$ cat src/sv/ale_ram.sv
`timescale 1ns / 1ps
// generic single write, single read ram with registered read data
module ale_ram #(
  parameter int unsigned WIDTH = 32,
  parameter int unsigned DEPTH = 128
) (
  input  logic                     clk_i,
  input  logic                     we_i,
  input  logic [$clog2(DEPTH)-1:0] waddr_i,
  input  logic [WIDTH-1:0]         wdata_i,
  input  logic                     re_i,
  input  logic [$clog2(DEPTH)-1:0] raddr_i,
  output logic [WIDTH-1:0]         rdata_o
);

  logic [WIDTH-1:0] mem_q [DEPTH];
  logic [WIDTH-1:0] rdata_q;

  always_ff @(posedge clk_i) begin
    if (we_i) begin
      mem_q[waddr_i] <= wdata_i;
    end
    if (re_i) begin
      rdata_q <= mem_q[raddr_i];
    end
  end

  assign rdata_o = rdata_q;

endmodule

$ cat config.mk
export PLATFORM = sky130hd
export DESIGN_NAME = ale_ram
export DESIGN_NICKNAME = d
export VERILOG_FILES = /design/src/sv/ale_ram.sv
export SDC_FILE = /design/constraint.sdc
export NUM_CORES = 2
export LEC_CHECK = 0
export BUFFER_PORTS_ARGS = -buffer_cell sky130_fd_sc_hd__clkbuf_2
export CAP_MARGIN = 0
export CORE_UTILIZATION = 57
export DETAILED_ROUTE_END_ITERATION = 6
export PLACE_DENSITY = 0.79
export SYNTH_ARGS = -nofsm -noshare
export SYNTH_HDL_FRONTEND = slang
export SYNTH_SLANG_ARGS = --single-unit
$ cat constraint.sdc
create_clock -name clk_i -period 4.15 [get_ports clk_i]
set_input_delay 0.83 -clock clk_i [delete_from_list [all_inputs] [get_ports clk_i]]
set_output_delay 0.83 -clock clk_i [all_outputs]
set_load 0.02 [all_outputs]
==> metrics.csv <==
metric,value,unit
p_sw,0.0191,W
die_w,526,µm
grt_pass1_wl,640000,µm
ys_top_cells_by_count,"edfxtp_1, mux4_2, clkbuf_1",
slew_viol_final,0,
cp_slowest_cell,mux4_2,
r2r_slack,1.30,ns
netlist_area,157000,µm²
synthCells,5990,
hold_buffers,0,
grt_antenna_before_repair,87,
vias,77500,
clkPwrFrac,41.3,%
syn_nets,6039,
dieArea,277000,µm²
end_kind,register,
cts_tree,done,
nets,6571,
ys_ff_latch,4128,
ctsResizeCount,0,
finalClockSkew,0.0535,ns
vdd_drop_max,0.385,mV
drv_cap,0,
hold_violations,0,
crit_required,4.82,ns
max_freq,0.292,GHz
yosys.area.top_type,edfxtp_1,
path_cells,buf_12 -> buf_12 -> buf_12 -> buf_4 -> mux4_2 -> mux4_2 -> mux4_2 -> mux2_2,
drt_iter0_markers,14100,
viasPerCell,7.42,
seqPwrFrac,53.1,%
final.min_clock_period,3.42,ns
outcome,finished clean,
antenna_left,0,
synthMostInstantiatedCell,edfxtp_1,
synth-xor-area-share,0,%
synth_compound_area_share,0,%
cts_buffer_depth,4,
ys_seq_area_share,79.2,%
pwr-share-comb,5.5,%
syn_area_per_cell,26.1,µm²
routabilityCongestion,0.853,
utilization,65.3,%
p_int,0.0679,W
synth_cell_types,16,
cpLargestDelayFamily,multiplexers,
die_y,526,µm
hold_path_class,in2reg,
cts.clk_slew.worst_paths,0.07,ns
wl_per_cell,44.5,µm
tightest_slew,1.42,ns
critPathArrivalTime,4.10,ns
grt_pass1_vias,77600,
cellLeakagePower,54.8,nW
power_density,487,nW/µm²
start_kind,input port,
synth-adder-area-share,0,%
drive_gt1_share,36.7,%
clock-sinks,4128,
async_flop_share,0,%
dpl_cell_area,166000,µm²
crit_type,in2reg,
drt_wl_total,465000,µm
remaining_drc_errors,0,
core-area,273000,µm²
post-route-period-util,82.5,%
synth-edff-count,4128,
synthMuxAreaShare,19.6,%
syn2layout_area_growth,14.0,%
grt_max_degree,113,
cts-root-buf,clkbuf_16,
ys.flop_type,edfxtp_1,
path_max_fanout,27,
grt_setup_unrepaired,false,
grt_util_all_layers,33.9,%
io_buffers,80,
post_cts_buffers,0,
setup_slack,0.726,ns
first_pass_iters,6,
fin_area,179000,µm²
start_util,57.3,%
synth_top_area_share,79.2,%
io_pins,81,
yosys_warnings,0,
clk_latency,0.92,ns
setup_viol,0,
cpPeakStageDelay,0.73,ns
grt-ovfl-total,0,
synth_top_family_by_area,multiplexers,
htree_levels,5,
synthSimpleGateAreaFrac,0.445,%
cts_buffers,386,
slew_headroom,5.33,%
rows,192,
swShare,22.0,%
path_buf_inv,4,
synth_area_leaders,"edfxtp_1, mux4_2, clkbuf_1, nor2_1, buf_2",
post-place-ws,-0.0215,ns
dp_hpwl,226000,µm
fillCellCount,15200,
==> layout by cell type (no fill, tap or decap), types with 4 or more instances in the layout <==
cell,synthesis,layout
edfxtp_1,4128,4128
mux4_2,1344,1344
clkbuf_16,0,392
buf_4,3,258
buf_12,0,157
nor2_4,0,119
clkbuf_1,182,89
clkinv_1,0,72
clkinv_2,0,62
bufinv_16,0,42
clkbuf_2,0,42
diode_2,0,33
mux2_2,32,32
clkinvlp_4,0,18
nand2_1,14,11
nor3_2,0,9
clkinv_8,0,9
nand3_1,12,8
nor2b_1,7,7
inv_6,0,5
nand3_2,0,4
==> logic make-up (layout without fill, tap and decap cells) <==
kind of cell           after synthesis  after routing
buffers and inverters              316           1152
flip-flops                        4128           4128
multiplexers                      1376           1376
other                                0             33
AND/OR/NAND/NOR                    170            170
==> through the flow <==
step	TNS, ns	hold slack (ns)	total power, W	cells
after floorplan	0	0.929	0.0493	5990
after global placement	0	1.18	0.0514	9723
after detailed placement	-0.0310	1.20	0.0516	9723
after CTS	0	0.354	0.0869	10400
after global routing	0	0.361	0.0884	10400
final	0	0.366	0.0870	10400
==> layout make-up <==
cell class                      instances  area (µm²)  share of cell area (%)
Antenna cell                           33        82.6                  0.0463
Clock buffer                          481       10100                    5.68
Clock inverter                        211        2230                    1.25
Multi-Input combinational cell       1546       32300                    18.1
Sequential cell                      4128      124000                    69.4
Tap cell                             3589        4490                    2.52
Timing Repair Buffer                  460        5340                    2.99
==> routing by layer <==
layer  part of all wire, %  global-route usage (%)  vias to the layer above
met5                 0.068                       0                        -
met4                   6.9                    19.3                       48
met3                    15                    9.81                     1608
met2                    48                    53.4                     8037
met1                    31                    42.7                    40300
li1                      -                       -                    27500
==> path summary, 6_finish.rpt <==
| path | from | endpoint | cells past startpoint |
|---|---|---|---|
| setup / recovery | raddr_i[0] | rdata_o[20]$_DFFE_PP_ | 8 |
| hold / removal | wdata_i[31] | mem_q[37][31]$_DFFE_PP_ | 1 |
| setup reg to reg | mem_q[74][6]$_DFFE_PP_ | rdata_o[6]$_DFFE_PP_ | 4 |
| hold reg to reg | mem_q[94][18]$_DFFE_PP_ | rdata_o[18]$_DFFE_PP_ | 4 |
==> flip-flops by register name (all words and copies together) (netlist names) <==
register and count:
mem_q 4096, rdata_o 32
==> power by group through the flow <==
stage	Combinational, W	Clock [W]	Sequential, W
detailed placement	0.00448	0	0.0471
finish	0.00482	0.0359	0.0462
global placement	0.00434	0	0.0471
CTS	0.00468	0.0360	0.0462
floorplan	0.00222	0	0.0471
global route	0.00485	0.0374	0.0462
No activity file was read; power rests on OpenSTA's default activity.
