## src/sv/ale_pkg.sv

```systemverilog
`timescale 1ns / 1ps
// shared types, codes and widths of the array list engine
package ale_pkg;

  localparam int unsigned OP_W   = 3;
  localparam int unsigned POS_W  = 8;
  localparam int unsigned WORD_W = 32;
  localparam int unsigned LEN_W  = 8;
  localparam int unsigned STAT_W = 2;

  typedef enum logic [OP_W-1:0] {
    OP_CLEAR  = 3'd0,
    OP_READ   = 3'd1,
    OP_INSERT = 3'd2,
    OP_DELETE = 3'd3,
    OP_SORT   = 3'd4
  } op_e;

  typedef enum logic [STAT_W-1:0] {
    ST_OK    = 2'd0,
    ST_RANGE = 2'd1,
    ST_FULL  = 2'd2
  } status_e;

  typedef enum logic [3:0] {
    S_IDLE,
    S_DECODE,
    S_RD_WAIT,
    S_INS_CHK,
    S_INS_WR,
    S_DEL_CHK,
    S_DEL_WR,
    S_SORT_CHK,
    S_KEY_WAIT,
    S_CMP_CHK,
    S_CMP,
    S_DONE
  } state_e;

  typedef enum logic [4:0] {
    CMD_NONE,
    CMD_CAPTURE,
    CMD_CLEAR,
    CMD_SET_RANGE,
    CMD_SET_FULL,
    CMD_RD_POS,
    CMD_TAKE_RD,
    CMD_INS_INIT,
    CMD_SHUP_RD,
    CMD_SHUP_WR,
    CMD_INS_PUT,
    CMD_DEL_INIT,
    CMD_SHDN_RD,
    CMD_SHDN_WR,
    CMD_DEL_DONE,
    CMD_SORT_INIT,
    CMD_KEY_RD,
    CMD_KEY_TAKE,
    CMD_CMP_RD,
    CMD_CMP_SHIFT,
    CMD_KEY_PUT,
    CMD_FINISH
  } cmd_e;

  typedef struct packed {
    logic [OP_W-1:0] op;
    logic            full;
    logic            pos_bad;
    logic            pos_bad_ins;
    logic            idx_above;
    logic            idx_room;
    logic            idx_lt;
    logic            jdx_nz;
    logic            gt;
    logic            out_free;
  } dp_flags_t;

endpackage

```

## src/sv/ale_ctrl.sv

```systemverilog
`timescale 1ns / 1ps
// sequencing state machine of the array list engine
module ale_ctrl import ale_pkg::*; (
  input  logic      clk_i,
  input  logic      rst_ni,
  input  logic      in_valid_i,
  output logic      in_ready_o,
  input  dp_flags_t flags_i,
  output cmd_e      cmd_o
);

  state_e state_q, state_d;

  always_ff @(posedge clk_i or negedge rst_ni) begin
    if (!rst_ni) begin
      state_q <= S_IDLE;
    end else begin
      state_q <= state_d;
    end
  end

  always_comb begin
    state_d    = state_q;
    cmd_o      = CMD_NONE;
    in_ready_o = 1'b0;
    case (state_q)
      S_IDLE: begin
        in_ready_o = 1'b1;
        if (in_valid_i) begin
          cmd_o   = CMD_CAPTURE;
          state_d = S_DECODE;
        end
      end
      S_DECODE: begin
        state_d = S_DONE;
        case (flags_i.op)
          OP_CLEAR: cmd_o = CMD_CLEAR;
          OP_READ: begin
            if (flags_i.pos_bad) begin
              cmd_o = CMD_SET_RANGE;
            end else begin
              cmd_o   = CMD_RD_POS;
              state_d = S_RD_WAIT;
            end
          end
          OP_INSERT: begin
            if (flags_i.full) begin
              cmd_o = CMD_SET_FULL;
            end else if (flags_i.pos_bad_ins) begin
              cmd_o = CMD_SET_RANGE;
            end else begin
              cmd_o   = CMD_INS_INIT;
              state_d = S_INS_CHK;
            end
          end
          OP_DELETE: begin
            if (flags_i.pos_bad) begin
              cmd_o = CMD_SET_RANGE;
            end else begin
              cmd_o   = CMD_DEL_INIT;
              state_d = S_DEL_CHK;
            end
          end
          OP_SORT: begin
            cmd_o   = CMD_SORT_INIT;
            state_d = S_SORT_CHK;
          end
          default: cmd_o = CMD_NONE;
        endcase
      end
      S_RD_WAIT: begin
        cmd_o   = CMD_TAKE_RD;
        state_d = S_DONE;
      end
      S_INS_CHK: begin
        if (flags_i.idx_above) begin
          cmd_o   = CMD_SHUP_RD;
          state_d = S_INS_WR;
        end else begin
          cmd_o   = CMD_INS_PUT;
          state_d = S_DONE;
        end
      end
      S_INS_WR: begin
        cmd_o   = CMD_SHUP_WR;
        state_d = S_INS_CHK;
      end
      S_DEL_CHK: begin
        if (flags_i.idx_room) begin
          cmd_o   = CMD_SHDN_RD;
          state_d = S_DEL_WR;
        end else begin
          cmd_o   = CMD_DEL_DONE;
          state_d = S_DONE;
        end
      end
      S_DEL_WR: begin
        cmd_o   = CMD_SHDN_WR;
        state_d = S_DEL_CHK;
      end
      S_SORT_CHK: begin
        if (flags_i.idx_lt) begin
          cmd_o   = CMD_KEY_RD;
          state_d = S_KEY_WAIT;
        end else begin
          state_d = S_DONE;
        end
      end
      S_KEY_WAIT: begin
        cmd_o   = CMD_KEY_TAKE;
        state_d = S_CMP_CHK;
      end
      S_CMP_CHK: begin
        if (flags_i.jdx_nz) begin
          cmd_o   = CMD_CMP_RD;
          state_d = S_CMP;
        end else begin
          cmd_o   = CMD_KEY_PUT;
          state_d = S_SORT_CHK;
        end
      end
      S_CMP: begin
        if (flags_i.gt) begin
          cmd_o   = CMD_CMP_SHIFT;
          state_d = S_CMP_CHK;
        end else begin
          cmd_o   = CMD_KEY_PUT;
          state_d = S_SORT_CHK;
        end
      end
      S_DONE: begin
        if (flags_i.out_free) begin
          cmd_o   = CMD_FINISH;
          state_d = S_IDLE;
        end
      end
      default: state_d = S_IDLE;
    endcase
  end

  a_accept_decodes: assert property (@(posedge clk_i) disable iff (!rst_ni)
    (in_valid_i && in_ready_o) |=> (state_q == S_DECODE))
    else $error("accepted word not followed by decode");

endmodule

```

## config.mk

```make
export PLATFORM = sky130hd
export DESIGN_NAME = ale_ctrl
export DESIGN_NICKNAME = d
export VERILOG_FILES = /design/src/sv/ale_pkg.sv /design/src/sv/ale_ctrl.sv
export SDC_FILE = /design/constraint.sdc
export NUM_CORES = 1
export LEC_CHECK = 0
export BUFFER_PORTS_ARGS = -buffer_cell sky130_fd_sc_hd__buf_2
export CAP_MARGIN = 15
export CORE_MARGIN = 2
export CORE_UTILIZATION = 44
export DETAILED_ROUTE_END_ITERATION = 10
export HOLD_SLACK_MARGIN = 0.06
export PLACE_DENSITY_LB_ADDON = 0.05
export SYNTH_ARGS = -nofsm -noshare
export SYNTH_HDL_FRONTEND = slang
export SYNTH_SLANG_ARGS = --single-unit
export TNS_END_PERCENT = 5
```

## constraint.sdc

```tcl
create_clock -name clk_i -period 1.2 [get_ports clk_i]
set_input_delay 0 -clock clk_i [delete_from_list [all_inputs] [get_ports clk_i]]
set_output_delay 0 -clock clk_i [all_outputs]
set_load 0.02 [all_outputs]
```

==> reports/qor.csv, run 1 <==
metric,value,unit
num_rows,13,
violations,setup timing,
rsz0062_at_grt,true,
start_util,48.4,%
dpl_cell_area,912,µm²
dp.cells,149,
grt_antenna_before_repair,0,
grt_pass1_vias,895,
clkTransAtPathRegs,40,ps
cts_tree,yes,
n_antenna_cell,0,
critical_path_class,flop to flop,
gr-usage-all-layers,28.0,%
utilization,83.4,%
ant_nets,0,
core_area,0.00133,mm²
peakVddDrop,0.00145,V
ys_ff_latch,4,
grtUsageMet3,9.05,%
io_pins,21,
grt_max_degree,11,
drc_errors,0,
netlist_area,646,µm²
top_register,state_q,
fp.dieH,42.3,µm
finalMaxSlewViolations,0,
powerDensity,2740,mW/mm²
gp_congestion,0.909,
startpoint_type,flop,
top_regs,state_q x4,
drive_above_1_share,49.7,%
max_clock_freq,667,MHz
cp-end-kind,flop,
avgRoutedWirePerCell,15.6,µm
synth_cell_types,34,
clock_latency,240,ps
met2_usage,44.3,%
drt_iter0_markers,36,
largest_register_ffs,4,
clk_path_buf_depth,2,
critPathMaxFanout,6,
viasPerCell,6.14,
syn-num-nets,114,
portBuffers,20,
ys_seq_area_share,15.5,%
overflow,0,
mostFrequentLayoutCell,buf_4,
cts_max_level,1,
worstPathRequired,1330,ps
worst_pin_slew,410,ps
holdCritPathClass,primary input to async pin,
seq_area,104,µm²
layout.cells.non_filler,158,
cp_data_arrival_time,1630,ps
first_pass_iters,4,
cts.sinks,4,
dr_total_vias,970,
holdWs,95.8,ps
syn2layout_area_growth,72.3,%
met1_usage,34.7,%
finClkSkew,7.01,ps
status,"finished, violations left",
yosysWarnings,0,
cts_root_buf,clkbuf_4,
power,3.05,mW
top_usage_layer,met2,
min_period,1500,ps
hpwlAfterDp,1580,µm
max-cap-violations,0,
synthCells,99,
grt_pass1_wl,3930,µm
routed_wl,2470,µm
slew_headroom,72.4,%
finalSetupViolCount,10,
fin_crit_sh,125,%
nets,160,
die_w,42.3,µm
p_leak,0.493,nW
dieArea,0.00179,mm²
multiInputGateArea,594,µm²
num-fill-cells,90,
setup_slack,-299,ps
syn_area_per_cell,6.52,µm²
final_cell_mix,"24 x buf_4, 14 x buf_2, 9 x o21ai_1",
hold_viol,0,
cts_made_buffers,3,
fin_area,0.00111,mm²
[worst max-delay path: stages, from the launching register on]
cell and delay [ps]:
dfrtp_2 480, buf_6 160, nand2b_1 160, buf_4 160, nor2_1 130, a31oi_1 70
o221ai_1 230
[power breakdown]
group	internal (mW)	switching, mW
Sequential	0.214	0.150
Combinational	1.28	1.22
Clock	0.112	0.0640
Total	1.61	1.44
[what timing repair did]
action,4_1_cts,5_1_grt
setup buffers,5,0
hold endpoints to repair,4,0
resized for setup,41,9
endpoints found under the setup margin,10,10
hold buffers,1,0
pin swaps,6,2
[synthesized netlist by cell type]
library cell	n	area (µm²)
a211o_1	1	8.76
a21oi_1	6	30.0
a22oi_1	2	15.0
a31oi_1	1	6.26
a32oi_1	1	8.76
and2_1	1	6.26
and3_1	1	6.26
buf_2	2	10.0
clkbuf_1	4	15.0
dfrtp_1	4	100
inv_1	6	22.5
mux2i_1	1	10.0
nand2_1	8	30.0
nand2b_1	5	31.3
nand3_1	2	10.0
nor2_1	7	26.3
nor2b_1	6	37.5
nor3_1	3	15.0
nor3b_1	2	15.0
nor4_1	1	6.26
o21a_1	2	15.0
o21ai_0	16	80.1
o21bai_1	1	7.51
o221a_2	1	11.3
o221ai_1	2	17.5
o22ai_1	2	12.5
o2bb2ai_1	2	17.5
o311ai_0	1	8.76
or2b_1	2	15.0
or3_1	2	12.5
or3b_2	1	8.76
or4b_1	1	10.0
or4b_2	1	10.0
xnor2_1	1	8.76
[kinds of logic (layout without fill, tap and decap cells)]
family / after synthesis / in the layout / synth area share [%]
simple gates: 43 / 43 / 37.2
compound gates: 38 / 38 / 37.0
buf+inv: 12 / 56 / 7.36
flops: 4 / 4 / 15.5
mux: 1 / 1 / 1.55
xor+xnor: 1 / 1 / 1.36
[layer usage]
metal	share of wire [%]	vias up	routed length (µm)
li1	-	452	-
met1	37	438	921
met2	48	69	1190
met3	11	11	272
met4	3.2	0	78
met5	0	-	0
[per-stage QoR]
stage          setup WS (ps)  TNS, ps
3_3_place_gp            -253    -1280
5_1_grt                 -375    -3010
2_1_floorplan           -188     -973
6_report                -299    -2350
4_1_cts                 -273    -2070
3_5_place_dp            -286    -1470
[final timing paths]
check                                 from         end  slack [ps]  cells past startpoint
worst max-delay path            state_q[3]  state_q[1]        -300                      6
worst min-delay path                rst_ni  state_q[0]         100                      2
worst max register to register  state_q[3]  state_q[1]        -300                      6
worst min register to register  state_q[1]  state_q[2]         730                      2
max in group asynchronous           rst_ni  state_q[3]         960                      2
min in group clk_i              flags_i[4]  state_q[2]         140                      3
[layout make-up]
type / count / area share, %
multi-input cells: 83 / 53.4
repair buffers: 47 / 31.5
flip-flops and latches: 4 / 9.34
clock buffers: 3 / 2.02
inverters: 6 / 2.02
well taps: 15 / 1.69
No activity file was read; power rests on OpenSTA's default activity.
==> run 2: changes to the inputs <==
Settings changed: REMOVE_ABC_BUFFERS set to 1.
==> reports/qor.csv, run 2 (same netlist as run 1, synthesis figures left out) <==
metric,value,unit,change
min_period,1650,ps,was 1500 ps
crit_cells,6,,unchanged
finClkSkew,14.3,ps,was 7.01 ps
path_common_cell,buf_4,,
gp_congestion,0.958,,was 0.909
avgRoutedWirePerCell,20.4,µm,was 15.6 µm
worstPathRequired,1200,ps,was 1330 ps
cts_max_level,1,,unchanged
num-fill-cells,65,,was 90
finalSetupViolCount,10,,unchanged
cp-end-kind,output port,,was flop
fin_setup_tns,-2950,ps,was -2350 ps
grt_antenna_before_repair,0,,unchanged
grt_pass1_vias,971,,was 895
multiInputGateArea,632,µm²,was 594 µm²
dr_total_vias,1082,,was 970
peakVddDrop,0.00186,V,was 0.00145 V
power,3.48,mW,was 3.05 mW
crit_start,state_q[1],,was state_q[3]
start_util,48.4,%,unchanged
rsz0062_at_grt,true,,unchanged
top_regs,state_q x4,,unchanged
grt_pass1_wl,4200,µm,was 3930 µm
io_pins,21,,unchanged
p_leak,0.538,nW,was 0.493 nW
die_w,42.3,µm,unchanged
cts_made_buffers,3,,unchanged
timing.rr.end,state_q[3],,was state_q[1]
slowest_stage,dfrtp_2,,unchanged
mostFrequentLayoutCell,buf_4,,unchanged
max-cap-violations,0,,unchanged
core_area,0.00133,mm²,unchanged
top_register,state_q,,unchanged
clock_latency,260,ps,was 240 ps
routed_wl,3300,µm,was 2470 µm
drc_errors,0,,unchanged
holdCritPathClass,primary input to async pin,,unchanged
slowest_delay,480,ps,about the same
largest_register_ffs,4,,unchanged
seq_area,105,µm²,was 104 µm²
drive_above_1_share,55.1,%,was 49.7%
slew_headroom,69.0,%,was 72.4%
cp-endpoint,cmd_o[3],,was state_q[1]
startpoint_type,flop,,unchanged
r2r-start,state_q[3],,unchanged
nets,164,,was 160
n_antenna_cell,0,,unchanged
critPathTopFamily,buffers and inverters,,was flip-flops
num_rows,13,,unchanged
gr-usage-all-layers,31.8,%,was 28.0%
cts_tree,yes,,unchanged
cts_root_buf,clkbuf_4,,unchanged
overflow,0,,unchanged
drt_iter0_markers,99,,was 36
final_cell_mix,"27 x buf_4, 14 x buf_2, 9 x o21ai_1",,"was 24 x buf_4, 14 x buf_2, 9 x o21ai_1"
viasPerCell,6.68,,was 6.14
fin_crit_sh,138,%,was 125%
max_clock_freq,604,MHz,was 667 MHz
ff2ff_path_depth,5,,was 6
dieArea,0.00179,mm²,unchanged
finalMaxSlewViolations,0,,unchanged
critPathMaxFanout,12,,was 6
clk_path_buf_depth,2,,unchanged
fp.dieH,42.3,µm,unchanged
hold_viol,0,,unchanged
crit_buf_inv,3,,was 2
status,"finished, violations left",,unchanged
cp_data_arrival_time,1650,ps,was 1630 ps
first_pass_iters,5,,was 4
violations,setup timing,,unchanged
portBuffers,20,,unchanged
hpwlAfterDp,1770,µm,was 1580 µm
r2r_slack,-230,ps,was -300 ps
syn2layout_area_growth,84.9,%,was 72.3%
powerDensity,2910,mW/mm²,was 2740 mW/mm²
worst_pin_slew,462,ps,was 410 ps
clkTransAtPathRegs,50,ps,was 40 ps
setup_slack,-454,ps,was -299 ps
grt_max_degree,13,,was 11
place_ws,-273,ps,was -286 ps
critical_path_class,flop to output port,,was flop to flop
path_cells,buf_6 -> nand2_2 -> buf_4 -> xnor2_1 -> o21ai_1 -> buf_4,,was buf_6 -> nand2b_1 -> buf_4 -> nor2_1 -> a31oi_1 -> o221ai_1
cts.sinks,4,,unchanged
ant_nets,0,,unchanged
-- run 2: cell types whose count changed in the layout (fill, tap and decap cells not counted), sizes merged --
| cell | previous run | this run |
|---|---|---|
| buf | 46 | 50 |
-- run 2: repair_timing --
action	CTS	global route
setup endpoints to repair	10	10
setup buffers	5	2
endpoints found under the hold margin	4	0
cloned	0	0
hold buffers	1	0
resized for setup	41	19
pin swaps	7	4
-- run 2: area by class of cell --
| class | instances | area share (%) |
|---|---|---|
| Timing Repair Buffer | 51 | 32.9 |
| Sequential cell | 4 | 8.81 |
| Tap cell | 15 | 1.57 |
| Clock buffer | 3 | 1.89 |
| Multi-Input combinational cell | 83 | 52.9 |
| Inverter | 6 | 1.89 |
-- run 2: how the worst min path moves through the flow --
| stage | start | end | cells past startpoint |
|---|---|---|---|
| after floorplan | rst_ni | state_q[0] | 0 |
| after global placement | rst_ni | state_q[0] | 1 |
| after detailed placement | rst_ni | state_q[0] | 1 |
| after CTS | rst_ni | state_q[0] | 2 |
| after global routing | rst_ni | state_q[0] | 2 |
| final | rst_ni | state_q[0] | 2 |
-- run 2: where the power goes --
part / switching [mW] / leakage (nW) / internal [mW] / total [mW]
logic: 1.47 / 0.481 / 1.43 / 2.90
registers: 0.160 / 0.0440 / 0.218 / 0.378
clock network: 0.0808 / 0.0138 / 0.114 / 0.194
-- run 2: per-stage QoR --
stage / cell area [µm²] / cells / utilization [%] / hold slack [ps]
floorplan: 621 / 93 / - / -296
global placement: 912 / 151 / 68.4 / -184
detailed placement: 912 / 151 / 68.4 / -181
CTS: 1080 / 160 / 81.1 / 88.2
global route: 1190 / 162 / 89.5 / 114
finish: 1190 / 162 / 89.5 / 91.0
-- run 2: worst reg2reg max path: stages (launching register included) --
cell      delay (ps)
dfrtp_2          470
buf_12           160
nand2b_4         100
o21a_1           120
o21ai_0          110
or3_1            360
-- run 2: layer usage --
metal / up-vias / track usage, % / part of all wire, %
li1: 461 / - / -
met1: 483 / 32.4 / 34
met2: 104 / 57.5 / 46
met3: 34 / 8.62 / 13
met4: 0 / 17.5 / 6.4
met5: - / 0 / 0
