$ cat src/sv/ale_pkg.sv
`timescale 1ns / 1ps
// shared types, codes and widths of the array list engine
package ale_pkg;

  localparam int unsigned OP_W   = 3;
  localparam int unsigned POS_W  = 8;
  localparam int unsigned WORD_W = 32;
  localparam int unsigned LEN_W  = 8;
  localparam int unsigned STAT_W = 2;

  typedef enum logic [OP_W-1:0] {
    OP_CLEAR  = 3'd0,
    OP_READ   = 3'd1,
    OP_INSERT = 3'd2,
    OP_DELETE = 3'd3,
    OP_SORT   = 3'd4
  } op_e;

  typedef enum logic [STAT_W-1:0] {
    ST_OK    = 2'd0,
    ST_RANGE = 2'd1,
    ST_FULL  = 2'd2
  } status_e;

  typedef enum logic [3:0] {
    S_IDLE,
    S_DECODE,
    S_RD_WAIT,
    S_INS_CHK,
    S_INS_WR,
    S_DEL_CHK,
    S_DEL_WR,
    S_SORT_CHK,
    S_KEY_WAIT,
    S_CMP_CHK,
    S_CMP,
    S_DONE
  } state_e;

  typedef enum logic [4:0] {
    CMD_NONE,
    CMD_CAPTURE,
    CMD_CLEAR,
    CMD_SET_RANGE,
    CMD_SET_FULL,
    CMD_RD_POS,
    CMD_TAKE_RD,
    CMD_INS_INIT,
    CMD_SHUP_RD,
    CMD_SHUP_WR,
    CMD_INS_PUT,
    CMD_DEL_INIT,
    CMD_SHDN_RD,
    CMD_SHDN_WR,
    CMD_DEL_DONE,
    CMD_SORT_INIT,
    CMD_KEY_RD,
    CMD_KEY_TAKE,
    CMD_CMP_RD,
    CMD_CMP_SHIFT,
    CMD_KEY_PUT,
    CMD_FINISH
  } cmd_e;

  typedef struct packed {
    logic [OP_W-1:0] op;
    logic            full;
    logic            pos_bad;
    logic            pos_bad_ins;
    logic            idx_above;
    logic            idx_room;
    logic            idx_lt;
    logic            jdx_nz;
    logic            gt;
    logic            out_free;
  } dp_flags_t;

endpackage

$ cat src/sv/ale_if.sv


interface ale_rsp_if import ale_pkg::*; ();
  logic                     valid;
  logic                     ready;
  logic [STAT_W-1:0]        status;
  logic signed [WORD_W-1:0] read_value;
  logic [LEN_W-1:0]         list_length;
  logic                     is_empty;

  modport source (output valid, status, read_value, list_length, is_empty, input ready);
  modport sink (input valid, status, read_value, list_length, is_empty, output ready);
endinterface

$ cat src/sv/ale_datapath.sv
`timescale 1ns / 1ps
// registers, index counters and compare logic of the array list engine
module ale_datapath import ale_pkg::*; #(
  parameter int unsigned CAPACITY = 128
) (
  input  logic                        clk_i,
  input  logic                        rst_ni,
  input  cmd_e                        cmd_i,
  output dp_flags_t                   flags_o,
  input  logic [OP_W-1:0]             op_i,
  input  logic [POS_W-1:0]            pos_i,
  input  logic [WORD_W-1:0]           val_i,
  output logic                        ram_we_o,
  output logic [$clog2(CAPACITY)-1:0] ram_waddr_o,
  output logic [WORD_W-1:0]           ram_wdata_o,
  output logic                        ram_re_o,
  output logic [$clog2(CAPACITY)-1:0] ram_raddr_o,
  input  logic [WORD_W-1:0]           ram_rdata_i,
  ale_rsp_if.source                   rsp_o
);

  localparam int unsigned CW = $clog2(CAPACITY + 1);
  localparam int unsigned AW = $clog2(CAPACITY);
  localparam int unsigned XW = (CW > POS_W) ? CW + 1 : POS_W + 1;

  logic [CW-1:0]     count_q, count_d;
  logic [CW-1:0]     idx_q, idx_d;
  logic [CW-1:0]     jdx_q, jdx_d;
  logic [OP_W-1:0]   op_q, op_d;
  logic [POS_W-1:0]  pos_q, pos_d;
  logic [WORD_W-1:0] val_q, val_d;
  logic [WORD_W-1:0] key_q, key_d;
  logic [WORD_W-1:0] rdval_q, rdval_d;
  logic [STAT_W-1:0] status_q, status_d;
  logic              out_valid_q, out_valid_d;
  logic [STAT_W-1:0] out_status_q, out_status_d;
  logic [WORD_W-1:0] out_value_q, out_value_d;
  logic [LEN_W-1:0]  out_len_q, out_len_d;
  logic              out_empty_q, out_empty_d;

  logic [XW-1:0] pos_x, cnt_x, idx_x, posm1_x;

  always_ff @(posedge clk_i or negedge rst_ni) begin
    if (!rst_ni) begin
      count_q     <= '0;
      out_valid_q <= 1'b0;
    end else begin
      count_q     <= count_d;
      out_valid_q <= out_valid_d;
    end
  end

  always_ff @(posedge clk_i) begin
    idx_q        <= idx_d;
    jdx_q        <= jdx_d;
    op_q         <= op_d;
    pos_q        <= pos_d;
    val_q        <= val_d;
    key_q        <= key_d;
    rdval_q      <= rdval_d;
    status_q     <= status_d;
    out_status_q <= out_status_d;
    out_value_q  <= out_value_d;
    out_len_q    <= out_len_d;
    out_empty_q  <= out_empty_d;
  end

  assign pos_x   = XW'(pos_q);
  assign cnt_x   = XW'(count_q);
  assign idx_x   = XW'(idx_q);
  assign posm1_x = pos_x - XW'(1);

  always_comb begin
    flags_o.op          = op_q;
    flags_o.full        = (count_q == CW'(CAPACITY));
    flags_o.pos_bad     = (pos_q == '0) || (pos_x > cnt_x);
    flags_o.pos_bad_ins = (pos_q == '0) || (pos_x > cnt_x + XW'(1));
    flags_o.idx_above   = (idx_x > posm1_x);
    flags_o.idx_room    = (idx_x + XW'(1) < cnt_x);
    flags_o.idx_lt      = (idx_q < count_q);
    flags_o.jdx_nz      = (jdx_q != '0);
    flags_o.gt          = ($signed(ram_rdata_i) > $signed(key_q));
    flags_o.out_free    = !out_valid_q || rsp_o.ready;
  end

  always_comb begin
    count_d      = count_q;
    idx_d        = idx_q;
    jdx_d        = jdx_q;
    op_d         = op_q;
    pos_d        = pos_q;
    val_d        = val_q;
    key_d        = key_q;
    rdval_d      = rdval_q;
    status_d     = status_q;
    out_status_d = out_status_q;
    out_value_d  = out_value_q;
    out_len_d    = out_len_q;
    out_empty_d  = out_empty_q;
    out_valid_d  = out_valid_q && !rsp_o.ready;
    ram_we_o     = 1'b0;
    ram_waddr_o  = '0;
    ram_wdata_o  = ram_rdata_i;
    ram_re_o     = 1'b0;
    ram_raddr_o  = '0;
    case (cmd_i)
      CMD_CAPTURE: begin
        op_d     = op_i;
        pos_d    = pos_i;
        val_d    = val_i;
        status_d = ST_OK;
        rdval_d  = '0;
      end
      CMD_CLEAR:     count_d = '0;
      CMD_SET_RANGE: status_d = ST_RANGE;
      CMD_SET_FULL:  status_d = ST_FULL;
      CMD_RD_POS: begin
        ram_re_o    = 1'b1;
        ram_raddr_o = AW'(posm1_x);
      end
      CMD_TAKE_RD:  rdval_d = ram_rdata_i;
      CMD_INS_INIT: idx_d = count_q;
      CMD_SHUP_RD: begin
        ram_re_o    = 1'b1;
        ram_raddr_o = AW'(idx_q - CW'(1));
      end
      CMD_SHUP_WR: begin
        ram_we_o    = 1'b1;
        ram_waddr_o = AW'(idx_q);
        idx_d       = idx_q - CW'(1);
      end
      CMD_INS_PUT: begin
        ram_we_o    = 1'b1;
        ram_waddr_o = AW'(posm1_x);
        ram_wdata_o = val_q;
        count_d     = count_q + CW'(1);
      end
      CMD_DEL_INIT: idx_d = CW'(posm1_x);
      CMD_SHDN_RD: begin
        ram_re_o    = 1'b1;
        ram_raddr_o = AW'(idx_q + CW'(1));
      end
      CMD_SHDN_WR: begin
        ram_we_o    = 1'b1;
        ram_waddr_o = AW'(idx_q);
        idx_d       = idx_q + CW'(1);
      end
      CMD_DEL_DONE:  count_d = count_q - CW'(1);
      CMD_SORT_INIT: idx_d = CW'(1);
      CMD_KEY_RD: begin
        ram_re_o    = 1'b1;
        ram_raddr_o = AW'(idx_q);
        jdx_d       = idx_q;
      end
      CMD_KEY_TAKE: key_d = ram_rdata_i;
      CMD_CMP_RD: begin
        ram_re_o    = 1'b1;
        ram_raddr_o = AW'(jdx_q - CW'(1));
      end
      CMD_CMP_SHIFT: begin
        ram_we_o    = 1'b1;
        ram_waddr_o = AW'(jdx_q);
        jdx_d       = jdx_q - CW'(1);
      end
      CMD_KEY_PUT: begin
        ram_we_o    = 1'b1;
        ram_waddr_o = AW'(jdx_q);
        ram_wdata_o = key_q;
        idx_d       = idx_q + CW'(1);
      end
      CMD_FINISH: begin
        out_valid_d  = 1'b1;
        out_status_d = status_q;
        out_value_d  = rdval_q;
        out_len_d    = LEN_W'(count_q);
        out_empty_d  = (count_q == '0);
      end
      default: ;
    endcase
  end

  assign rsp_o.valid       = out_valid_q;
  assign rsp_o.status      = out_status_q;
  assign rsp_o.read_value  = out_value_q;
  assign rsp_o.list_length = out_len_q;
  assign rsp_o.is_empty    = out_empty_q;

  a_count_bound: assert property (@(posedge clk_i) disable iff (!rst_ni)
    count_q <= CW'(CAPACITY))
    else $error("list length above capacity");

  a_put_not_full: assert property (@(posedge clk_i) disable iff (!rst_ni)
    (cmd_i == CMD_INS_PUT) |-> (count_q < CW'(CAPACITY)))
    else $error("insert into full list");

  a_finish_slot_free: assert property (@(posedge clk_i) disable iff (!rst_ni)
    (cmd_i == CMD_FINISH) |-> (!out_valid_q || rsp_o.ready))
    else $error("result word overwritten before it was taken");

endmodule
$ cat src/flat_wrapper.sv
// flat-port wrapper written by rule: the top's interface ports become plain ports
module ale_datapath_flat import ale_pkg::*;
#(
  parameter int unsigned CAPACITY = 128
)
  (clk_i, rst_ni, cmd_i, flags_o, op_i, pos_i, val_i, ram_we_o, ram_waddr_o, ram_wdata_o, ram_re_o, ram_raddr_o, ram_rdata_i, rsp_o_valid, rsp_o_status, rsp_o_read_value, rsp_o_list_length, rsp_o_is_empty, rsp_o_ready);
  ale_rsp_if rsp_o_i ();
  input  logic clk_i;
  input  logic rst_ni;
  input  cmd_e cmd_i;
  output dp_flags_t flags_o;
  input  logic [OP_W-1:0] op_i;
  input  logic [POS_W-1:0] pos_i;
  input  logic [WORD_W-1:0] val_i;
  output logic ram_we_o;
  output logic [$clog2(CAPACITY)-1:0] ram_waddr_o;
  output logic [WORD_W-1:0] ram_wdata_o;
  output logic ram_re_o;
  output logic [$clog2(CAPACITY)-1:0] ram_raddr_o;
  input  logic [WORD_W-1:0] ram_rdata_i;
  output wire logic [$bits(rsp_o_i.valid)-1:0] rsp_o_valid;
  output wire logic [$bits(rsp_o_i.status)-1:0] rsp_o_status;
  output wire logic [$bits(rsp_o_i.read_value)-1:0] rsp_o_read_value;
  output wire logic [$bits(rsp_o_i.list_length)-1:0] rsp_o_list_length;
  output wire logic [$bits(rsp_o_i.is_empty)-1:0] rsp_o_is_empty;
  input wire logic [$bits(rsp_o_i.ready)-1:0] rsp_o_ready;
  assign rsp_o_valid = rsp_o_i.valid;
  assign rsp_o_status = rsp_o_i.status;
  assign rsp_o_read_value = rsp_o_i.read_value;
  assign rsp_o_list_length = rsp_o_i.list_length;
  assign rsp_o_is_empty = rsp_o_i.is_empty;
  assign rsp_o_i.ready = rsp_o_ready;
  ale_datapath #(.CAPACITY(CAPACITY)) u_core (.clk_i(clk_i), .rst_ni(rst_ni), .cmd_i(cmd_i), .flags_o(flags_o), .op_i(op_i), .pos_i(pos_i), .val_i(val_i), .ram_we_o(ram_we_o), .ram_waddr_o(ram_waddr_o), .ram_wdata_o(ram_wdata_o), .ram_re_o(ram_re_o), .ram_raddr_o(ram_raddr_o), .ram_rdata_i(ram_rdata_i), .rsp_o(rsp_o_i));
endmodule
$ cat config.mk
export PLATFORM = sky130hd
export DESIGN_NAME = ale_datapath_flat
export DESIGN_NICKNAME = d
export VERILOG_FILES = /design/src/sv/ale_pkg.sv /design/src/sv/ale_if.sv /design/src/sv/ale_datapath.sv /design/src/flat_wrapper.sv
export SDC_FILE = /design/constraint.sdc
export NUM_CORES = 1
export LEC_CHECK = 0
export BUFFER_PORTS_ARGS = -buffer_cell sky130_fd_sc_hd__buf_2
export CORE_ASPECT_RATIO = 1.2
export CORE_MARGIN = 2
export CORE_UTILIZATION = 30
export CTS_CLUSTER_SIZE = 25
export DETAILED_ROUTE_END_ITERATION = 8
export PLACE_DENSITY = 0.51
export SLEW_MARGIN = 20
export SYNTH_ARGS = -nofsm -noshare
export SYNTH_HDL_FRONTEND = slang
export SYNTH_SLANG_ARGS = --single-unit
$ cat constraint.sdc
create_clock -name clk_i -period 3.39 [get_ports clk_i]
set_input_delay 0.1695 -clock clk_i [delete_from_list [all_inputs] [get_ports clk_i]]
set_output_delay 0.1695 -clock clk_i [all_outputs]
set_load 0.005 [all_outputs]
==> results.md, run 1 <==
- Outcome: finished, final reports clean
- Top post-synthesis cells by area: edfxtp_1 53%, ha_1 11%, nand2_1 4.1%
- Bufs and invs on worst path: 4
- Mean area per synthesized cell: roughly 11 um^2
- DP Area: 11000 um^2
- CTS tree: yes
- EDFF count, synth: 168
- Core area: about 31000 um^2
- Die X: approximately 170 um
- Clock Tree Buf Depth: 2
- WL per Instance: 17.7 um
- Die area: between 30000 and 40000 um^2
- Gpl congestion: 0.829
- Fraction of registers with async set/reset: just over 5%
- Post-synth top cells: 168 x edfxtp_1, 104 x nand2_1, 81 x ha_1
- GRT Max-Usage Layer: met2
- Reg2reg end: u_core.idx_q[6]
- Number of global-route vias before repair: 7404
- Residual DRC: 0
- Max-slew violation count: 0
- PnR Total Power: between 0.005 and 0.006 W
- Nets: 1277
- Post-synth top flop: edfxtp_1
- Die Y-Extent: between 150 and 200 um
- Worst reg-to-reg setup slack: 1.05 ns
- Clock latency on the worst-skew pair: 0.43 ns
- CP max-delay cell: edfxtp_1
- Worst setup SP type: flip-flop
- FF-to-FF path depth: 7
- M3 GR Usage: 3.90%
- All-Layer GR Usage: 16.1%
- 1st-pass router iterations: 5
- Post-Syn Instances: 840
- Period minus WS final: ~3.2 ns
- Final worst path period share: about 95%
- Post-synthesis sequential area ratio: between 50% and 60%
- Top cell type's share of synthesized area: 52.8%
- # port buffers: 186
- Critical Path Stages: 14
- WS Path Type: reg -> out
- Fillcell total: between 3000 and 4000
- Setup Viol. Count Final: 0
- Vias per cell: 4.81
- Max cap viols: 0
- Max_slew headroom: between 30% and 40%
- Final clock skew: 0.00875 ns
- Synthesized cell area: 9550 um^2
- Final Hold Violating Endpoints: 0
- Min-Delay Path Class: in -> async
- Worst VDD drop: around 0.00025 V
- Max incr delay on CP: 0.48 ns
- Vias: around 7400
- Slew @ Worst Pin: ~0.90 ns
- CP Max Fanout: 5
- Crit-path leading delay family: simple AND/OR/NAND/NOR gates
- Clk sinks: 177
- Yosys warns: 0
- Lkg Pwr: between 4 and 5 nW
- Synth cell types: between 50 and 60
- Worst path required time: 3.22 ns
- Dpl hpwl: 19700 um
- Synth Net Count: 1005
- PnR worst setup slack: 0.178 ns
- Grt ovf: 0
- Share of post-route cells with drive strength above 1: a little under a quarter
- Fmax: 311 MHz
- Critical Path, Cell by Cell: inv_2 -> ha_2 -> inv_1 -> or3_4 -> xnor2_2 -> inv_1 -> ha_1 -> nand4_1 -> nor2_1 -> nor2_1 -> nand2_1 -> nand4_1 -> a21oi_1 -> buf_2
- Pin count of the biggest net entering global routing: 44
- Most numerous cell in the Yosys netlist: edfxtp_1
- Clock slew seen by the registers of the worst setup and hold paths: 0.08 ns
- Setup WS pre-CTS: 0.383 ns
- Starting Density: 30.5%
- Arrival time worst endpoint: between 3 and 4 ns
- CP Capture Type: output pin
- Cell area after layout: 12500 um^2
- Clk root buf: clkbuf_16
- Area growth from synthesis to layout: 30.6%
- Global Route met1 Usage: 19.4%
- Final wirelength: 27100 um
- Seq cells post-synth: 177
- Top-Level Pins: between 150 and 200
- CTS Buf Count: 17
- Power Density: roughly 430 nW/um^2
- Post-route ant nets: 0
- Row Count: 71
- Yosys top cell by area: edfxtp_1
- Core Util, Final: 39.8%
- TNS Setup: 0 ns
- Met2 Use GR: between 20% and 30%
- Initial antenna violation count: 3
- First-pass GRT wire length: 41400 um
- First DRT Iteration DRCs: 439
- Htree depth: 4
- Worst r2r src: u_core.idx_q[0]
-- registers in the layout, indices dropped and copies added, names as in the netlist --
register	cells
u_core.key_q	32
u_core.rdval_q	32
u_core.rsp_o.read_value	32
u_core.val_q	32
u_core.count_q	8
u_core.idx_q	8
u_core.jdx_q	8
u_core.pos_q	8
u_core.rsp_o.list_length	8
u_core.op_q	3
u_core.rsp_o.status	2
u_core.status_q	2
u_core.rsp_o.is_empty	1
u_core.rsp_o.valid	1
-- repair_timing --
action | CTS | global route
endpoints found under the setup margin | 1 | 1
gates cloned | 0 | 0
hold endpoints to repair | 84 | 0
hold buffers | 76 | 0
setup buffers | 0 | 8
gates resized for setup | 2 | 2
pin swaps | 0 | 3
-- per-stage QoR --
stage | std cells | hold WS, ns
floorplan | 840 | -0.126
global placement | 1410 | 0.0311
detailed placement | 1410 | 0.0302
CTS | 1518 | 0.138
global route | 1527 | 0.162
finish | 1529 | 0.147
-- final cells by class --
cell class	count	area, um^2	share of cell area [%]
clock inverter	15	166	1.33
sequential	177	5270	42.3
multi-input combinational	573	4000	32.1
clock buffer	17	425	3.41
timing repair buffer	287	1890	15.2
antenna	3	7.51	0.0602
tap	401	502	4.02
inverter	56	210	1.69
-- routing by layer --
layer  share of wire (%)  up-vias
met5               0.048        -
met1                  42     3495
met4                 1.5        2
met2                  51      205
met3                 5.4       25
li1                    -     3635
-- kinds of logic (layout without fill, tap and decap cells) --
logic type	Yosys count	after routing	synth area share, %
AND/OR/NAND/NOR	277	277	14.2
flip-flops	177	177	55.2
AO/OA/AOI/OAI	169	169	11.8
buffers and inverters	90	375	3.60
adder cells (fa/ha/maj)	82	82	10.8
XOR/XNOR	37	37	3.47
multiplexers	8	8	0.878
other	0	3	0
-- how the worst max path moves through the flow --
stage                    startpoint                 to  slack (ns)
floorplan                  cmd_i[2]  u_core.rdval_q[0]        0.28
global placement    u_core.pos_q[0]         flags_o[5]        0.44
detailed placement  u_core.pos_q[0]         flags_o[5]        0.38
CTS                 u_core.pos_q[0]         flags_o[5]        0.02
global route        u_core.pos_q[0]         flags_o[5]       -0.01
finish              u_core.pos_q[0]         flags_o[5]        0.18
-- power breakdown --
part           internal, W  leakage (nW)  switching, W
logic             0.000378          3.22      0.000419
clock network      0.00105         0.291      0.000958
registers          0.00246          1.49     0.0000933
-- placed cells by master (no fill, tap or decap), types with 6 or more instances in the layout --
cell,instances
nand2_1,104
and2_1,32
xor2_1,16
edfxtp_1,168
nor4_1,9
dlygate4sd3_1,76
a22oi_1,41
nand4_1,11
nor2_1,40
xnor2_1,19
inv_1,55
dfrtp_1,9
ha_1,80
nor2b_1,6
buf_2,186
clkbuf_16,17
o21a_1,6
a21o_1,12
a31oi_1,8
nand2b_1,12
nor3_1,16
buf_4,24
o21ai_0,35
nand3_1,15
and3_1,7
a21oi_1,31
No activity file was read; power rests on OpenSTA's default activity.
==> run 2: changes to the inputs <==
CELL_PAD_IN_SITES_DETAIL_PLACEMENT = 1   (was default)
CELL_PAD_IN_SITES_GLOBAL_PLACEMENT = 1   (was default)
PLACE_DENSITY = 0.61   (was 0.51)
==> run 2 against run 1 <==
  * Via count increased by 2.4%
  * Cell area decreased by 0.31%
  * Setup slack improved by 0.014 ns
  * Largest cell class unchanged
  * Critical path type unchanged
  * Flip-flop and latch count unchanged
==> results.md, run 2 (synthesis gave the netlist of run 1 again) <==
- Outcome: finished, final reports clean (unchanged)
- CTS tree: yes (unchanged)
- Clock Tree Buf Depth: 2 (unchanged)
- All-Layer GR Usage: 17.9% (was 16.1%)
- PnR worst setup slack: 0.192 ns (was 0.178 ns)
- Max-slew violation count: 0 (unchanged)
- WS Path Type: reg -> out (unchanged)
- Worst r2r src: u_core.idx_q[1] (was u_core.idx_q[0])
- Worst VDD drop: 0.000312 V (was 0.000249 V)
- First DRT Iteration DRCs: 328 (was 439)
- Most frequent cells in the layout: 186 x buf_2, 168 x edfxtp_1, 104 x nand2_1 (unchanged)
- Power Density: 431 nW/um^2 (was 430 nW/um^2)
- Min-Delay Path Class: in -> async (unchanged)
- Area growth from synthesis to layout: 30.2% (was 30.6%)
- Clk root buf: clkbuf_16 (unchanged)
- Reg2reg end: u_core.idx_q[6] (unchanged)
- Clock slew seen by the registers of the worst setup and hold paths: 0.07 ns (was 0.08 ns)
- Post-route ant nets: 0 (unchanged)
- Vias: 7538 (was 7362)
- Most common cell after layout, fill and taps aside: buf_2 (unchanged)
- FF-to-FF path depth: 7 (unchanged)
- Initial antenna violation count: 2 (was 3)
- Gpl congestion: 0.818 (was 0.829)
- CTS Buf Count: 17 (unchanged)
- First-pass GRT wire length: 45800 um (was 41400 um)
- Clock share of power: 36.6% (was 37.5%)
- Fmax: 313 MHz (was 311 MHz)
- Slew @ Worst Pin: 0.955 ns (was 0.899 ns)
- Worst reg-to-reg setup slack: 1.06 ns (was 1.05 ns)
- Multi-input gate area in the final layout: 4000 um^2 (about the same)
- Final wirelength: 29300 um (was 27100 um)
- Final clock skew: 0.00873 ns (was 0.00875 ns)
- Setup Viol. Count Final: 0 (unchanged)
- Net Sw Frac: 26.5% (was 27.4%)
- Nets: 1276 (was 1277)
- RSZ-0062 raised after global routing: false
- CP Capture Type: output pin (unchanged)
- Grt ovf: 0 (unchanged)
- Max cap viols: 0 (unchanged)
- Final Hold Violating Endpoints: 0 (unchanged)
- CP Max Fanout: 5 (unchanged)
- Die X: 167 um (unchanged)
- Dpl hpwl: 21400 um (was 19700 um)
- Number of global-route vias before repair: 8066 (was 7404)
- Top-Level Pins: 187 (unchanged)
- Lkg Pwr: 4.98 nW (was 5.00 nW)
- Row Count: 71 (unchanged)
- Vias per cell: 4.95 (was 4.81)
- Htree depth: 4 (unchanged)
- Net Switching: 0.00142 W (was 0.00147 W)
- Cell area after layout: 12400 um^2 (was 12500 um^2)
- Worst path required time: 3.22 ns (about the same)
- # diodes: 0 (was 3)
- Arrival time worst endpoint: 3.03 ns (was 3.04 ns)
- # port buffers: 186 (unchanged)
- Die Y-Extent: 199 um (unchanged)
- Setup WS pre-CTS: 0.418 ns (was 0.383 ns)
- Clk sinks: 177 (unchanged)
- 1st-pass router iterations: 7 (was 5)
- Internal: 0.00394 W (was 0.00389 W)
- Core area: 31400 um^2 (unchanged)
- DP Area: 11100 um^2 (was 11000 um^2)
- Power share of the sequential group: 47.5% (was 47.7%)
- Die area: 33300 um^2 (unchanged)
- Fillcell total: 3447 (was 3055)
- TNS Setup: 0 ns (unchanged)
- Max_slew headroom: 35.9% (was 39.6%)
- Comb pwr share: 15.8% (was 14.8%)
- Register area: 5270 um^2 (unchanged)
- Starting Density: 30.5% (unchanged)
- Pin count of the biggest net entering global routing: 44 (unchanged)
- WL per Instance: 19.2 um (was 17.7 um)
- Residual DRC: 0 (unchanged)
- Period minus WS final: 3.20 ns (was 3.21 ns)
- Share of post-route cells with drive strength above 1: 23.4% (was 23.6%)
- Worst setup SP type: flip-flop (unchanged)
- Clock latency on the worst-skew pair: 0.43 ns (about the same)
- Final worst path period share: 94.3% (was 94.7%)
==> run 2: critical path, cell delays in order (launching register included) <==
cell and delay [ns]:
edfxtp_1 0.47, or4_4 0.61, nor4_2 0.20, xnor2_1 0.22
ha_1 0.33, nand2_1 0.11, nor2_1 0.05, a221oi_1 0.37
a21oi_2 0.09, buf_2 0.14
==> run 2: layout make-up <==
cell class | instances | area share, %
clock buffer | 18 | 3.45
clock inverter | 13 | 1.09
inverter | 56 | 1.69
multi-input combinational | 573 | 32.2
sequential | 177 | 42.4
tap | 401 | 4.04
timing repair buffer | 286 | 15.2
==> run 2: how the worst max path moves through the flow <==
stage	end	startpoint	cells past startpoint	slack, ns
after detailed placement	flags_o[5]	u_core.pos_q[0]	14	0.42
after floorplan	u_core.rdval_q[0]	cmd_i[2]	4	0.28
after global placement	flags_o[5]	u_core.pos_q[0]	14	0.50
after CTS	flags_o[5]	u_core.pos_q[1]	14	0.04
after global routing	flags_o[5]	u_core.pos_q[5]	9	0.01
final	flags_o[5]	u_core.pos_q[2]	9	0.19
==> run 2: through the flow <==
stage / instances / hold WS, ns / util [%] / total power (W)
global placement: 1412 / 0.0341 / 35.2 / 0.00335
finish: 1524 / 0.150 / 39.6 / 0.00535
CTS: 1519 / 0.132 / 39.5 / 0.00542
floorplan: 840 / -0.126 / - / 0.00303
global route: 1524 / 0.142 / 39.6 / 0.00561
detailed placement: 1412 / 0.0389 / 35.2 / 0.00337
==> run 2: power by group through the flow <==
stage / sequential, W / clock (W) / combinational, W
6_report: 0.00254 / 0.00196 / 0.000848
4_1_cts: 0.00254 / 0.00202 / 0.000857
2_1_floorplan: 0.00256 / 0 / 0.000475
3_5_place_dp: 0.00259 / 0 / 0.000783
5_1_grt: 0.00255 / 0.00209 / 0.000960
3_3_place_gp: 0.00259 / 0 / 0.000760
==> run 2: repair_timing <==
action,CTS,global route
setup endpoints to repair,1,1
pin swaps,0,3
resized for setup,2,3
hold endpoints to repair,84,0
hold buffers,76,0
buffers inserted,0,5
==> run 2: layer usage <==
| metal | vias to the layer above | share of wire, % | GRT usage, % | wire (um) |
|---|---|---|---|---|
| li1 | 3617 | - | - | - |
| met1 | 3715 | 40 | 20.2 | 11800 |
| met2 | 171 | 54 | 33.7 | 15700 |
| met3 | 31 | 4.5 | 4.00 | 1310 |
| met4 | 4 | 1.5 | 4.82 | 425 |
| met5 | - | 0.11 | 0 | 33 |
==> run 3: changes to the inputs <==
clock period = 3 ns   (was 3.39 ns; I/O delays follow)
==> run 3 against run 2 <==
  * Sequential power is 12% higher
  * Non-clock buffer count is 22 higher
  * Register-to-register slack worse by 0.28 ns
  * Setup slack worse by 0.16 ns
  * Critical path depth stayed put
  * Critical endpoint unchanged
==> results.md, run 3 (synthesis gave the netlist of run 1 again) <==
- Outcome: finished, final reports clean (unchanged)
- Initial antenna violation count: 0 (was 2)
- # diodes: 0 (unchanged)
- PnR worst setup slack: 0.0354 ns (was 0.192 ns)
- Max-slew violation count: 0 (unchanged)
- Period minus WS final: roughly 3.0 ns
- Worst setup SP type: flip-flop (unchanged)
- Final worst path period share: 98.8%
- Reg2reg end: u_core.idx_q[6] (unchanged)
- # port buffers: 186 (unchanged)
- Die Y-Extent: 199 um (unchanged)
- Net Sw Frac: 27.5% (was 26.5%)
- Power Density: 472 nW/um^2 (was 431 nW/um^2)
- Residual DRC: 0 (unchanged)
- TNS Setup: 0 ns (unchanged)
- Starting Density: 30.5% (unchanged)
- WL per Instance: 19.1 um (was 19.2 um)
- Cell area after layout: 12700 um^2 (was 12400 um^2)
- CP Capture Type: output pin (unchanged)
- WS Path Type: reg -> out (unchanged)
- CP Max Fanout: 3 (was 5)
- Pin count of the biggest net entering global routing: 44 (unchanged)
- Fin Hold WS: 0.109 ns (was 0.150 ns)
- Post-route ant nets: 0 (unchanged)
- Grt ovf: 0 (unchanged)
- CTS tree: yes (unchanged)
- Number of global-route vias before repair: 8093 (was 8066)
- Final Hold Violating Endpoints: 0 (unchanged)
- Power share of the sequential group: 47.8% (was 47.5%)
- Vias per cell: 4.90 (was 4.95)
- Worst reg-to-reg setup slack: 0.78 ns (was 1.06 ns)
- Htree depth: 4 (unchanged)
- Lkg Pwr: 5.08 nW (was 4.98 nW)
- Max_slew headroom: 52.3% (was 35.9%)
- Fmax: 337 MHz
- Clk root buf: clkbuf_16 (unchanged)
- Detail Route met2 WL: 15500 um (was 15700 um)
- DP Area: 11100 um^2 (about the same)
- Clock Tree Buf Depth: 2 (unchanged)
- Most common cell after layout, fill and taps aside: buf_2 (unchanged)
- 1st-pass router iterations: 5 (was 7)
- Share of post-route cells with drive strength above 1: 26.0% (was 23.4%)
- Nets: 1298 (was 1276)
- Clock share of power: 35.1% (was 36.6%)
- All-Layer GR Usage: 17.8% (was 17.9%)
- WL met1: 12500 um (was 11800 um)
- Worst path required time: 2.85 ns (was 3.22 ns)
- Arrival time worst endpoint: 2.81 ns (was 3.03 ns)
- Setup Viol. Count Final: 0 (unchanged)
- First DRT Iteration DRCs: 261 (was 328)
- Net Switching: 0.00164 W (was 0.00142 W)
- Clock slew seen by the registers of the worst setup and hold paths: 0.07 ns (about the same)
- Fillcell total: 3456 (was 3447)
- CTS Buf Count: 17 (unchanged)
- Vias: 7583 (was 7538)
- First-pass GRT wire length: 45800 um (about the same)
- Slew @ Worst Pin: 0.715 ns (was 0.955 ns)
- Area growth from synthesis to layout: 32.5% (was 30.2%)
- Row Count: 71 (unchanged)
- Worst VDD drop: 0.000333 V (was 0.000312 V)
- Die X: 167 um (unchanged)
- Final wirelength: 29500 um (was 29300 um)
- Final clock skew: 0.0108 ns (was 0.00873 ns)
- Met3 wire len: 1150 um (was 1310 um)
- Comb pwr share: 17.1% (was 15.8%)
- Clock latency on the worst-skew pair: 0.43 ns (about the same)
- Min-Delay Path Class: in -> async (unchanged)
- Top layer in use: met4 (was met5)
- Most frequent cells in the layout: 186 x buf_2, 168 x edfxtp_1, 104 x nand2_1 (unchanged)
- Top-Level Pins: 187 (unchanged)
- Setup WS pre-CTS: 0.174 ns (was 0.418 ns)
- Gpl congestion: 0.781 (was 0.818)
- RSZ-0062 raised after global routing: true (was false)
- Internal: 0.00433 W (was 0.00394 W)
- Dpl hpwl: 21100 um (was 21400 um)
- Clk sinks: 177 (unchanged)
- Core area: 31400 um^2 (unchanged)
- PnR Total Power: 0.00597 W (was 0.00535 W)
- Worst r2r src: u_core.idx_q[1] (unchanged)
- Max cap viols: 0 (unchanged)
- Die area: 33300 um^2 (unchanged)
- FF-to-FF path depth: 7 (unchanged)
[run 3: cell types whose count changed in the layout (fill, tap and decap cells not counted), moves of 3 or more]
cell      delta
inv_2        +3
dfrtp_2      +3
inv_1        -3
buf_4       +22
inv_6        -3
clkbuf_1     +3
dfrtp_1      -3
[run 3: timing repair]
action / in CTS / in global routing
endpoints found under the hold margin: 84 / 0
resized for setup: 12 / 11
hold buffers: 76 / 0
setup endpoints to repair: 2 / 5
pin swaps: 6 / 8
setup buffers: 7 / 10
[run 3: layout make-up]
| class | count | area [um^2] | area share, % |
|---|---|---|---|
| sequential | 177 | 5270 | 41.7 |
| multi-input combinational | 573 | 4090 | 32.3 |
| timing repair buffer | 308 | 2050 | 16.2 |
| tap | 401 | 502 | 3.97 |
| clock buffer | 21 | 440 | 3.48 |
| inverter | 56 | 210 | 1.66 |
| clock inverter | 11 | 83.8 | 0.663 |
[run 3: worst max path at each step]
stage | start | to | slack, ns
after floorplan | cmd_i[2] | u_core.rdval_q[0] | 0.004
after detailed placement | u_core.pos_q[0] | flags_o[5] | 0.17
final | u_core.pos_q[3] | flags_o[5] | 0.04
after CTS | u_core.idx_q[0] | flags_o[4] | 0.007
after global routing | u_core.pos_q[1] | flags_o[5] | -0.09
after global placement | u_core.pos_q[0] | flags_o[5] | 0.28
[run 3: power by group through the flow]
stage                     logic, W  registers (W)  clock network, W
after global placement    0.000887        0.00291                 0
after detailed placement  0.000910        0.00292                 0
after global routing       0.00116        0.00286           0.00225
after CTS                  0.00100        0.00286           0.00215
final                      0.00102        0.00285           0.00209
after floorplan           0.000539        0.00289                 0
[run 3: metrics by stage]
| stage | instances | util, % |
|---|---|---|
| floorplan | 840 | - |
| global placement | 1422 | 35.5 |
| detailed placement | 1422 | 35.5 |
| CTS | 1537 | 39.9 |
| global route | 1547 | 40.3 |
| finish | 1547 | 40.3 |
[run 3: worst max-delay path, stage by stage, from the launching register on]
cell and delay (ns):
edfxtp_1 0.41, or4_4 0.58, nor4_4 0.17, xnor2_1 0.13, ha_1 0.35, nand2_1 0.12
nor2_1 0.07, a221oi_2 0.29, a21oi_2 0.12, buf_2 0.14
[run 3: layer usage]
metal / track usage (%) / vias to the layer above
li1: - / 3668
met1: 21.1 / 3723
met2: 33.0 / 166
met3: 3.39 / 26
met4: 4.98 / 0
met5: 0 / -
